<file path="src/sv/isort_pkg.sv">
package isort_pkg;

  localparam int VALUE_W       = 31;
  localparam int MAX_ITEMS_DEF = 64;

  typedef struct packed {
    logic [VALUE_W-1:0] value;
    logic               last_in;
  } item_t;

  typedef struct packed {
    logic [VALUE_W-1:0] sorted_value;
    logic               last_out;
    logic               overflow;
  } result_t;

  // what one cell shows its neighbors
  typedef struct packed {
    logic [VALUE_W-1:0] value;
    logic               valid;
    logic               keep;   // holds its entry through an insert
  } link_t;

  // broadcast to every cell
  typedef struct packed {
    logic               ins;    // insert value this cycle
    logic               shl;    // shift chain toward cell 0
    logic [VALUE_W-1:0] value;
  } ctrl_t;

endpackage

</file>
<file path="src/sv/isort_cell.sv">
module isort_cell
  import isort_pkg::*;
(
  input  logic  clk,
  input  logic  rst,
  input  ctrl_t ctrl,
  input  link_t left,   // toward cell 0
  input  link_t right,  // away from cell 0
  output link_t self
);

  logic [VALUE_W-1:0] value;
  logic               valid;
  logic [VALUE_W-1:0] value_next;
  logic               valid_next;

  // sorted chain: keep bits form a prefix, first non-keep cell takes the new value
  assign self.value = value;
  assign self.valid = valid;
  assign self.keep  = valid && (value <= ctrl.value);

  always_comb begin
    value_next = value;
    valid_next = valid;
    if (ctrl.shl) begin
      value_next = right.value;
      valid_next = right.valid;
    end else if (ctrl.ins && !self.keep) begin
      if (left.keep) begin
        value_next = ctrl.value;
        valid_next = 1'b1;
      end else begin
        value_next = left.value;
        valid_next = left.valid;
      end
    end
  end

  always_ff @(posedge clk) begin
    value <= value_next;
    if (rst) begin
      valid <= 1'b0;
    end else begin
      valid <= valid_next;
    end
  end

endmodule

</file>
<file path="config.mk">
export PLATFORM = sky130hd
export DESIGN_NAME = isort_cell
export DESIGN_NICKNAME = d
export VERILOG_FILES = /design/src/sv/isort_pkg.sv /design/src/sv/isort_cell.sv
export SDC_FILE = /design/constraint.sdc
export NUM_CORES = 1
export LEC_CHECK = 0
export BUFFER_PORTS_ARGS = -buffer_cell sky130_fd_sc_hd__buf_4
export CAP_MARGIN = 10
export CORE_MARGIN = 1
export CORE_UTILIZATION = 49
export DETAILED_ROUTE_END_ITERATION = 10
export PLACE_DENSITY = 0.89
export SLEW_MARGIN = 5
export SYNTH_ARGS = -nofsm -noshare
export SYNTH_HDL_FRONTEND = slang
export SYNTH_SLANG_ARGS = --single-unit
</file>
<file path="constraint.sdc">
create_clock -name clk -period 7.6 [get_ports clk]
set_input_delay 0.38 -clock clk [delete_from_list [all_inputs] [get_ports clk]]
set_output_delay 0.38 -clock clk [all_outputs]
set_load 0.005 [all_outputs]
</file>
=== Word level (Yosys, flattened, before mapping) ===
Index checks and enable logic that the tools add are counted.

* Register bits: 32
* Input port bits: 101
* Output and inout bits: 33
* Logic and storage cells: 13

* Order comparisons: 1
* Mux-type cells: 6
* Reductions and logical operators: 4

{| class="wikitable"
|+ Operators with widths
! operator !! number
|-
| $mux W31 || 3
|-
| $le A31 B31 Y1 || 1
|-
| $mux W1 || 3
|-
| $logic_and A1 B1 Y1 || 2
|-
| $reduce_bool A2 Y1 || 1
|-
| $logic_not A1 Y1 || 1
|}

=== Logic depth before layout (Yosys ltp) ===
Gate-level depths: netlist of the first run.

* Depth after elaboration: 6
* Gate-level depth with buffers: 8
* Depth with buffers taken out: 8

=== Worst setup path before layout of the first run ===
No wires, ideal clock.

* Path kind: register -> register
* Start: register value[29]
* End: register value[0], enable pin
* Library setup time: 0.438 ns
* Arrival time: 3.104 ns
* Data required time: 7.162 ns
* Path slack: 4.058 ns
* Cell stages (with the launch flop): 8
* Buffers on the path: 0
* Period minus slack after synthesis: 3.542 ns
* Cell sequence: edfxtp_1 ha_1 nand4_2 nor4_2 a211oi_1 nand3_1 o211ai_2 a31oi_1

* Longest elaborated chain between the ends: 5

{| class="wikitable"
|+ RTL lines
! item !! line !! source
|-
| start, declared || isort_cell.sv:12 || <nowiki>logic [VALUE_W-1:0] value;</nowiki>
|-
| start signal, assigned || isort_cell.sv:40 || <nowiki>value <= value_next;</nowiki>
|-
| $le A31 B31 Y1 || isort_cell.sv:20 || <nowiki>assign self.keep = valid && (value <= ctrl.value);</nowiki>
|-
| $logic_and A1 B1 Y1 || isort_cell.sv:20 ||
|-
| $logic_not A1 Y1 || isort_cell.sv:28 || <nowiki>end else if (ctrl.ins && !self.keep) begin</nowiki>
|-
| $logic_and A1 B1 Y1 || isort_cell.sv:28 ||
|-
| $reduce_bool A2 Y1 (no line) || n/a ||
|}

No other way between the ends.
A chain may end at the register's enable or synchronous reset.

=== Final worst setup path of the first run ===
* Start: register value[13]
* End: register value[21], enable pin

Same word-level chain as after synthesis.

==> metrics.cfg, run 1 <==
[outcome]
status = finished clean

[floorplanning]
initial_core_util_pct = 51.2
ioPinCount = 134
design.core.area_sq_um = 4750
die_area_sq_um = 5250
dieHeight_um = 72.5
die_w_um = 72.5
rows = 25

[final_layout]
finalNetCount = 519
drive_above_1_share_pct = 37.1
areaGrowthSynthToFinish_pct = 46.8
fill_cells = 380
num_antenna_cells = 0

[power]
peakVddDrop_mv = 0.0788
leakage_nw = 1.83
cellPowerDensity_nw_per_um2 = 153

[worst_hold_path]
min_from = rst
hp-class = primary input to register

[clock_network]
insertion_delay_ns = 0.27
clkTransAtPathRegs_ns = 0.06
cts_inserted_buffers = 5
clockBufferDepth = 2
cts_resized = 0
post_cts_buffers = 0
cts_sinks = 32
cts-root-buf = clkbuf_8
ctsHoldBuffers = 0
htree_levels = 2
cts_tree = built

[sta]
slew_violations = 0
skew_ns = 0.00872
setup_violations = 0
fmax_mhz = 344
max_slew_margin_pct = 29.4
finalCritPeriodShare_pct = 38.2
fin_crit_ns = 2.90
finalSetupTns_ns = 0
worst_pin_slew_ns = 1.06
worst_slack_ns = 4.70
grt_setup_unrepaired = no
finalHoldViolCount = 0

[grt]
grt_util_met2_pct = 42.2
grt_max_degree = 68
grt_busiest_layer = met2
antenna_found_initial = 0
grtUsageTotal_pct = 23.4
grt_pass1_vias = 2317
grt_first_pass_wirelength_mm = 9.67
use_met3_pct = 5.14
grt_util_met1_pct = 27.4
grt_overflow = 0

[synth]
synth_area_sq_um = 2430
ys_types = 28
ys_seq_area_share_pct = 39.1
syn_area_per_cell_sq_um = 9.36
yosys_warnings = 0
ys_ff_latch = 32
synth_nets = 392
synthCells = 260

[routing]
via_per_inst = 5.16
drt-total-wl_mm = 6.12
drtIter0Drc = 41
ant_nets = 0
post_drt_wl_per_cell_um = 13.4
drtPass1Iterations = 4
dr_total_vias = 2349
drcViolationCount = 0

[worst_setup_path]
critPathMaxFanout = 31
rr_startpoint = value[13]$_DFFE_PP_
critPathLaunch = value[13]$_DFFE_PP_
worstSetupPathType = register to register
critPathLaunchType = register
required_ns = 7.49
worstPathArrival_ns = 2.79
crit_path_end_kind = register

[placed_design]
detailedPlace.worstSlack_ns = 4.56
dp_hpwl_mm = 4.90
io_buffer_count = 132
place_congestion = 0.771

[run]
maxCapViolCount = 0

==> layout by cell type (no fill, tap or decap), drive strengths merged, types with 3 or more instances in the layout <==
| cell | count |
|---|---|
| nor2 | 8 |
| a211oi | 4 |
| nand2 | 41 |
| o21ai | 36 |
| mux2i | 31 |
| clkbuf | 8 |
| buf | 132 |
| a21oi | 12 |
| nand3 | 3 |
| edfxtp | 31 |
| inv | 33 |
| ha | 31 |
| nand4 | 5 |
==> where the power goes <==
group | internal (W) | switching [W]
combinational | 0.0000960 | 0.0000787
sequential | 0.000221 | 0.0000121
clock | 0.0000826 | 0.0000575
==> Yosys cell counts <==
cell type / count / share of area [%]
buf_2: 3 / 0.62
nand4_1: 4 / 1.0
nand3_1: 3 / 0.62
and2_2: 1 / 0.31
mux2i_1: 31 / 13
buf_4: 1 / 0.31
edfxtp_1: 31 / 38
nor4_2: 1 / 0.51
a31oi_1: 1 / 0.26
o2bb2ai_1: 1 / 0.36
inv_1: 33 / 5.1
dfxtp_1: 1 / 0.82
nor2_1: 8 / 1.2
o211ai_2: 1 / 0.51
nor3_1: 1 / 0.21
a2bb2oi_1: 1 / 0.36
o21ai_0: 36 / 7.4
o31ai_1: 1 / 0.31
a221oi_1: 1 / 0.36
o21a_1: 1 / 0.31
clkbuf_1: 8 / 1.2
nor3b_1: 1 / 0.31
a21oi_1: 12 / 2.5
a211oi_1: 4 / 1.2
nand3b_1: 1 / 0.31
nand2_1: 41 / 6.3
ha_1: 31 / 16
nand4_2: 1 / 0.51
==> final cells by class <==
type	instances	area (sq um)	share of cell area [%]
Inverter	33	124	3.47
Tap cell	67	83.8	2.35
Sequential cell	32	951	26.6
Multi-Input combinational cell	183	1320	37.0
Clock buffer	8	100	2.80
Timing Repair Buffer	132	991	27.8
==> layer usage <==
metal,up-vias,routed length [um]
li1,1179,-
met5,-,0
met2,112,3100
met3,12,456
met4,0,104
met1,1046,2460
==> through the flow <==
step	total power [W]	util [%]	area [sq um]	hold slack, ns	cells
after floorplan	0.000317	-	2430	0.468	260
after global placement	0.000404	73.0	3470	0.564	447
after detailed placement	0.000413	73.0	3470	0.569	447
after CTS	0.000555	75.1	3570	0.280	455
after global routing	0.000583	75.1	3570	0.291	455
final	0.000548	75.1	3570	0.288	455
==> path summary, 6_finish.rpt <==
check | endpoint | slack [ns] | cells after the start
worst min-delay path | valid$_SDFFE_PP0P_ | 0.29 | 2
worst min register to register | valid$_SDFFE_PP0P_ | 0.67 | 2
worst max-delay path | value[21]$_DFFE_PP_ | 4.70 | 7
worst max register to register | value[21]$_DFFE_PP_ | 4.70 | 7
==> sequential cells by signal, summed over array words and instances (netlist names) <==
name / cells
value: 31
valid: 1
==> critical path, cell delays in order (launching register included) <==
cell and delay, ns:
edfxtp_1 0.39, ha_1 0.33, nand4_1 0.15, nor3_1 0.34, o31ai_1 0.15, nand4_1 0.13, o211ai_2 0.13, a31oi_4 0.88
==> cells by family (layout without fill, tap and decap cells) <==
group,count (synthesis),count (layout),share of synthesized area [%]
AND/OR/NAND/NOR,62,62,11.4
AO/OA/AOI/OAI,59,59,13.6
adder cells (fa/ha/maj),31,31,15.9
buffers and inverters,45,173,7.25
multiplexers,31,31,12.8
flip-flops,32,32,39.1
Power figures use the tool's default switching activity.
==> inputs of run 2 (changes only) <==
--- a/config.mk
+++ b/config.mk
@@ -8,9 +8,9 @@
 export BUFFER_PORTS_ARGS = -buffer_cell sky130_fd_sc_hd__buf_4
 export CAP_MARGIN = 10
 export CORE_MARGIN = 1
-export CORE_UTILIZATION = 49
+export CORE_UTILIZATION = 45
 export DETAILED_ROUTE_END_ITERATION = 10
-export PLACE_DENSITY = 0.89
+export PLACE_DENSITY = 0.83
 export SLEW_MARGIN = 5
 export SYNTH_ARGS = -nofsm -noshare
 export SYNTH_HDL_FRONTEND = slang
==> constraint.sdc (replaced) <==
create_clock -name clk -period 2.9 [get_ports clk]
set_input_delay 0.145 -clock clk [delete_from_list [all_inputs] [get_ports clk]]
set_output_delay 0.145 -clock clk [all_outputs]
set_load 0.005 [all_outputs]
==> run 2 against run 1 <==
Effect of this change:
- sequential power grew to 2.6 times the previous value
- global-route usage is 0.51 points lower
- sequential cell count stayed put
- sequential share of layout area is 0.29 points lower
- register-to-register slack worse by 4.4 ns
- die area is 8.6% higher
- maximum frequency is 10% higher
- worst setup slack worse by 4.4 ns
- clock-buffer cell count stayed put
- combinational power grew to 2.7 times the previous value
- total power grew to 2.7 times the previous value
- critical path type unchanged
- critical endpoint is now value[12]$_DFFE_PP_
==> metrics.cfg, run 2 (synthesis gave the netlist of run 1 again) <==
[worst_hold_path]
whs_endpoint = valid$_SDFFE_PP0P_
hold_depth = 2
min_from = rst
hp-class = primary input to register

[sta]
worst_pin_slew_ns = 0.575
grt_setup_unrepaired = no
finalCritPeriodShare_pct = 90.8
max_slew_margin_pct = 61.6
finalHoldViolCount = 0
worst_slack_ns = 0.266
finalSetupTns_ns = 0
skew_ns = 0.00635
fmax_mhz = 380
slew_violations = 0
fin_crit_ns = 2.63
setup_violations = 0

[final_layout]
drive_above_1_share_pct = 37.6
most-common-layout-cells = 134 x buf_4, 41 x nand2_1, 36 x o21ai_0
fin_util_pct = 69.8
top_regs = value (31), valid (1)
areaGrowthSynthToFinish_pct = 48.4
final_cells = 461
multi_input_area_sq_um = 1320
regMostFlops = value
seq_area_sq_um = 951
final_common_cell = buf_4
fill_cells = 401
num_antenna_cells = 0
finalNetCount = 522
largest_reg_flops = 31

[worst_setup_path]
worstPathArrival_ns = 2.63
critPathLaunchType = register
required_ns = 2.90
rr_startpoint = value[29]$_DFFE_PP_
rr_worst_depth = 8
worstSetupPathType = register to register
critPathMaxFanout = 9
ff2ff_setup_slack_ns = 0.27
crit_path_end_kind = register
r2r_end = value[12]$_DFFE_PP_

[clock_network]
cts_sinks = 32
cts-root-buf = clkbuf_8
clockBufferDepth = 2
post_cts_buffers = 0
cts_resized = 0
cts_tree = built
insertion_delay_ns = 0.29
cts_inserted_buffers = 5
ctsHoldBuffers = 0
clkTransAtPathRegs_ns = 0.07
htree_levels = 2

[grt]
grtUsageTotal_pct = 22.9
grt_pass1_vias = 2171
grt_max_degree = 66
antenna_found_initial = 0
grt_first_pass_wirelength_mm = 9.49
grt_overflow = 0

[placed_design]
io_buffer_count = 132
detailedPlace.worstSlack_ns = 0.266
dp_cells = 453
dp_hpwl_mm = 4.98
place_congestion = 0.747

[floorplanning]
die_w_um = 75.5
dieHeight_um = 75.5
die_area_sq_um = 5700
design.core.area_sq_um = 5170
initial_core_util_pct = 47.0
ioPinCount = 134
rows = 26

[routing]
drt-total-wl_mm = 6.46
drcViolationCount = 0
dr_total_vias = 2362
ant_nets = 0
drtPass1Iterations = 4
post_drt_wl_per_cell_um = 14.0
via_per_inst = 5.12
drtIter0Drc = 68

[run]
maxCapViolCount = 0

[power]
cellPowerDensity_nw_per_um2 = 407
peakVddDrop_mv = 0.300
leakage_nw = 1.85

[outcome]
status = finished clean

==> run 2: cell count changes in the layout (fill, tap and decap cells not counted), sizes merged <==
cell | before | now
buf | 132 | 135
==> run 2: cell type report <==
| cell class | count | share of cell area (%) |
|---|---|---|
| multi-input combinational | 183 | 36.6 |
| clock buffer | 8 | 2.77 |
| inverter | 33 | 3.43 |
| sequential | 32 | 26.4 |
| timing repair buffer | 135 | 28.4 |
| tap | 70 | 2.43 |
==> run 2: worst max-delay path by stage <==
stage	start	to	slack [ns]	cells after the start
2_1_floorplan	value[29]$_DFFE_PP_	value[0]$_DFFE_PP_	0.36	7
3_3_place_gp	value[28]$_DFFE_PP_	value[13]$_DFFE_PP_	0.35	8
3_5_place_dp	value[28]$_DFFE_PP_	value[11]$_DFFE_PP_	0.27	8
4_1_cts	value[29]$_DFFE_PP_	value[12]$_DFFE_PP_	0.25	8
5_1_grt	value[29]$_DFFE_PP_	value[11]$_DFFE_PP_	0.1	8
6_report	value[29]$_DFFE_PP_	value[12]$_DFFE_PP_	0.27	8
==> run 2: power breakdown <==
| group | switching [W] | internal, W |
|---|---|---|
| Combinational | 0.000213 | 0.000261 |
| Sequential | 0.0000307 | 0.000578 |
| Clock | 0.000171 | 0.000217 |
| Total | 0.000414 | 0.00105 |
==> run 2: per-stage QoR <==
| step | area, sq um | total power [W] | hold WS (ns) |
|---|---|---|---|
| global route | 3610 | 0.00156 | 0.0525 |
| floorplan | 2450 | 0.000833 | 0.233 |
| finish | 3610 | 0.00147 | 0.0357 |
| detailed placement | 3510 | 0.00109 | 0.337 |
| global placement | 3510 | 0.00107 | 0.328 |
| CTS | 3610 | 0.00148 | 0.0355 |
==> run 2: worst max-delay path, stage by stage (launching register included) <==
cell and delay (ns):
edfxtp_1 0.40, ha_1 0.32, nand4_2 0.15, nor4_2 0.36, a211oi_1 0.17, nand4_1 0.13, o211ai_2 0.13, a31oi_4 0.42
buf_4 0.26
==> run 2: routing by layer <==
layer	track usage (%)	up-vias	part of all wire, %
met5	0	-	0
met4	6.17	0	1.2
met3	5.95	9	7.2
met2	45.4	90	54
met1	23.6	1084	38
li1	-	1179	-
==> inputs of run 3 (changes only) <==
--- a/config.mk
+++ b/config.mk
@@ -7,10 +7,12 @@
 export LEC_CHECK = 0
 export BUFFER_PORTS_ARGS = -buffer_cell sky130_fd_sc_hd__buf_4
 export CAP_MARGIN = 10
+export CELL_PAD_IN_SITES_DETAIL_PLACEMENT = 0
+export CELL_PAD_IN_SITES_GLOBAL_PLACEMENT = 1
 export CORE_MARGIN = 1
-export CORE_UTILIZATION = 45
+export CORE_UTILIZATION = 34
 export DETAILED_ROUTE_END_ITERATION = 10
-export PLACE_DENSITY = 0.83
+export PLACE_DENSITY = 0.87
 export SLEW_MARGIN = 5
 export SYNTH_ARGS = -nofsm -noshare
 export SYNTH_HDL_FRONTEND = slang
==> constraint.sdc (replaced) <==
create_clock -name clk -period 3.2 [get_ports clk]
set_input_delay 0.16 -clock clk [delete_from_list [all_inputs] [get_ports clk]]
set_output_delay 0.16 -clock clk [all_outputs]
set_load 0.005 [all_outputs]
==> run 3 against run 2 <==
Effect of this change:
- die area rose by 31%
- largest cell class unchanged
- clock power fell by 24%
- cell count rose by 5.4%
- sequential cell count did not move
- critical endpoint is now value[18]$_DFFE_PP_
- largest power group unchanged
- register-to-register slack improved by 0.51 ns
==> metrics.cfg, run 3 (synthesis gave the netlist of run 1 again) <==
[final_layout]
regMostFlops = value
num_antenna_cells = 0
drive_above_1_share_pct = 36.9
seq_area_sq_um = 951
most-common-layout-cells = 134 x buf_4, 41 x nand2_1, 36 x o21ai_0
top_regs = value (31), valid (1)
fin_util_pct = 52.4
final_common_cell = buf_4
finalNetCount = 521
areaGrowthSynthToFinish_pct = 48.0
fill_cells = 658
largest_reg_flops = 31
multi_input_area_sq_um = 1320

[power]
cellPowerDensity_nw_per_um2 = 350
internal_power_w = 0.000905
peakVddDrop_mv = 0.160
leakage_nw = 1.83
clock_power_share_pct = 23.4
combPwrFrac_pct = 32.8
p_total_w = 0.00126
p_seq_share_pct = 43.7
power_switching_w = 0.000355
p_sw_share_pct = 28.2

[worst_setup_path]
critical_path_buf_inv_count = 1
worstPathArrival_ns = 2.39
critPathMaxFanout = 16
critPathLaunch = value[28]$_DFFE_PP_
rr_startpoint = value[28]$_DFFE_PP_
worstSetupPathType = register to register
crit_cells = 8
crit_chain = ha_1 -> nand4_2 -> nor4_2 -> a211oi_1 -> nand3_1 -> o211ai_2 -> a31oi_4 -> buf_4
rr_worst_depth = 8
required_ns = 3.17
critPathLaunchType = register
r2r_end = value[18]$_DFFE_PP_
critPathSlowestCell = edfxtp_1
slowest_delay_ns = 0.39
crit_family = simple AND/OR/NAND/NOR gates
endpoint = value[18]$_DFFE_PP_
ff2ff_setup_slack_ns = 0.77
crit_path_end_kind = register

[grt]
grt_overflow = 0
grt_first_pass_wirelength_mm = 9.36
grtUsageTotal_pct = 16.2
grt_pass1_vias = 2157
grt_max_degree = 68
antenna_found_initial = 0

[clock_network]
cts-root-buf = clkbuf_8
clockBufferDepth = 2
cts_resized = 0
cts_inserted_buffers = 5
cts_sinks = 32
ctsHoldBuffers = 0
cts_tree = built
htree_levels = 2
clkTransAtPathRegs_ns = 0.07
insertion_delay_ns = 0.28
post_cts_buffers = 0

[routing]
dr_total_vias = 2267
dr_wl_met3_um = 497
wl_met2_mm = 2.95
drtIter0Drc = 52
drtPass1Iterations = 4
via_per_inst = 4.66
drt-met1-wl_mm = 2.53
ant_nets = 0
maxUsedRoutingLayer = met4
post_drt_wl_per_cell_um = 12.4
drcViolationCount = 0
drt-total-wl_mm = 6.04

[floorplanning]
die_area_sq_um = 7500
design.core.area_sq_um = 6870
die_w_um = 86.6
ioPinCount = 134
rows = 30
dieHeight_um = 86.6
initial_core_util_pct = 35.4

[sta]
slew_violations = 0
grt_setup_unrepaired = no
max_slew_margin_pct = 62.5
setup_violations = 0
fmax_mhz = 412
worst_slack_ns = 0.773
finalHoldViolCount = 0
fin_crit_ns = 2.43
finalSetupTns_ns = 0
finalCritPeriodShare_pct = 75.9
skew_ns = 0.00637
worst_pin_slew_ns = 0.562

[placed_design]
place_congestion = 0.727
detailedPlace.worstSlack_ns = 0.741
dp_hpwl_mm = 4.90
io_buffer_count = 132

[run]
maxCapViolCount = 0

[worst_hold_path]
hp-class = primary input to register
min_from = rst

[outcome]
status = finished clean

## run 3: cell count changes in the layout (fill, tap and decap cells not counted)
cell,before,now
clkinv_1,0,1
clkbuf_8,7,5
clkbuf_1,1,2
buf_12,1,0
## run 3: per-stage QoR
step / cell area, sq um / cells / hold WS [ns]
finish: 3600 / 486 / 0.0546
global route: 3600 / 486 / 0.0478
CTS: 3600 / 486 / 0.0429
detailed placement: 3520 / 478 / 0.349
global placement: 3520 / 478 / 0.348
floorplan: 2440 / 260 / 0.248
## run 3: worst register-to-register path: stages, from the launching register on
cell and delay [ns]:
edfxtp_1 0.39, ha_1 0.33, nand4_2 0.14, nor4_2 0.36, a211oi_1 0.15, nand3_1 0.12, o211ai_2 0.15, a31oi_4 0.22
buf_4 0.27
## run 3: routing by layer
layer	global-route usage, %	up-vias
met5	0	-
met4	4.24	0
met3	5.62	8
met2	28.6	90
met1	18.7	989
li1	-	1180
## run 3: power groups by stage
stage | logic (W) | clock network [W] | registers (W)
finish | 0.000414 | 0.000295 | 0.000551
global route | 0.000465 | 0.000324 | 0.000559
CTS | 0.000423 | 0.000308 | 0.000553
detailed placement | 0.000421 | 0 | 0.000562
global placement | 0.000414 | 0 | 0.000558
floorplan | 0.000190 | 0 | 0.000563
## run 3: final cells by class
cell class	count	area share, %
multi-input cells	183	36.7
inverters	33	3.44
clock inverters	1	0.104
well taps	96	3.34
flip-flops and latches	32	26.4
repair buffers	134	27.9
clock buffers	7	2.12
## run 3: worst min-delay path by stage
stage	to	slack (ns)	cells past startpoint
2_1_floorplan	valid$_SDFFE_PP0P_	0.25	1
5_1_grt	valid$_SDFFE_PP0P_	0.05	2
6_report	valid$_SDFFE_PP0P_	0.05	2
3_5_place_dp	valid$_SDFFE_PP0P_	0.35	2
3_3_place_gp	valid$_SDFFE_PP0P_	0.35	2
4_1_cts	valid$_SDFFE_PP0P_	0.04	2
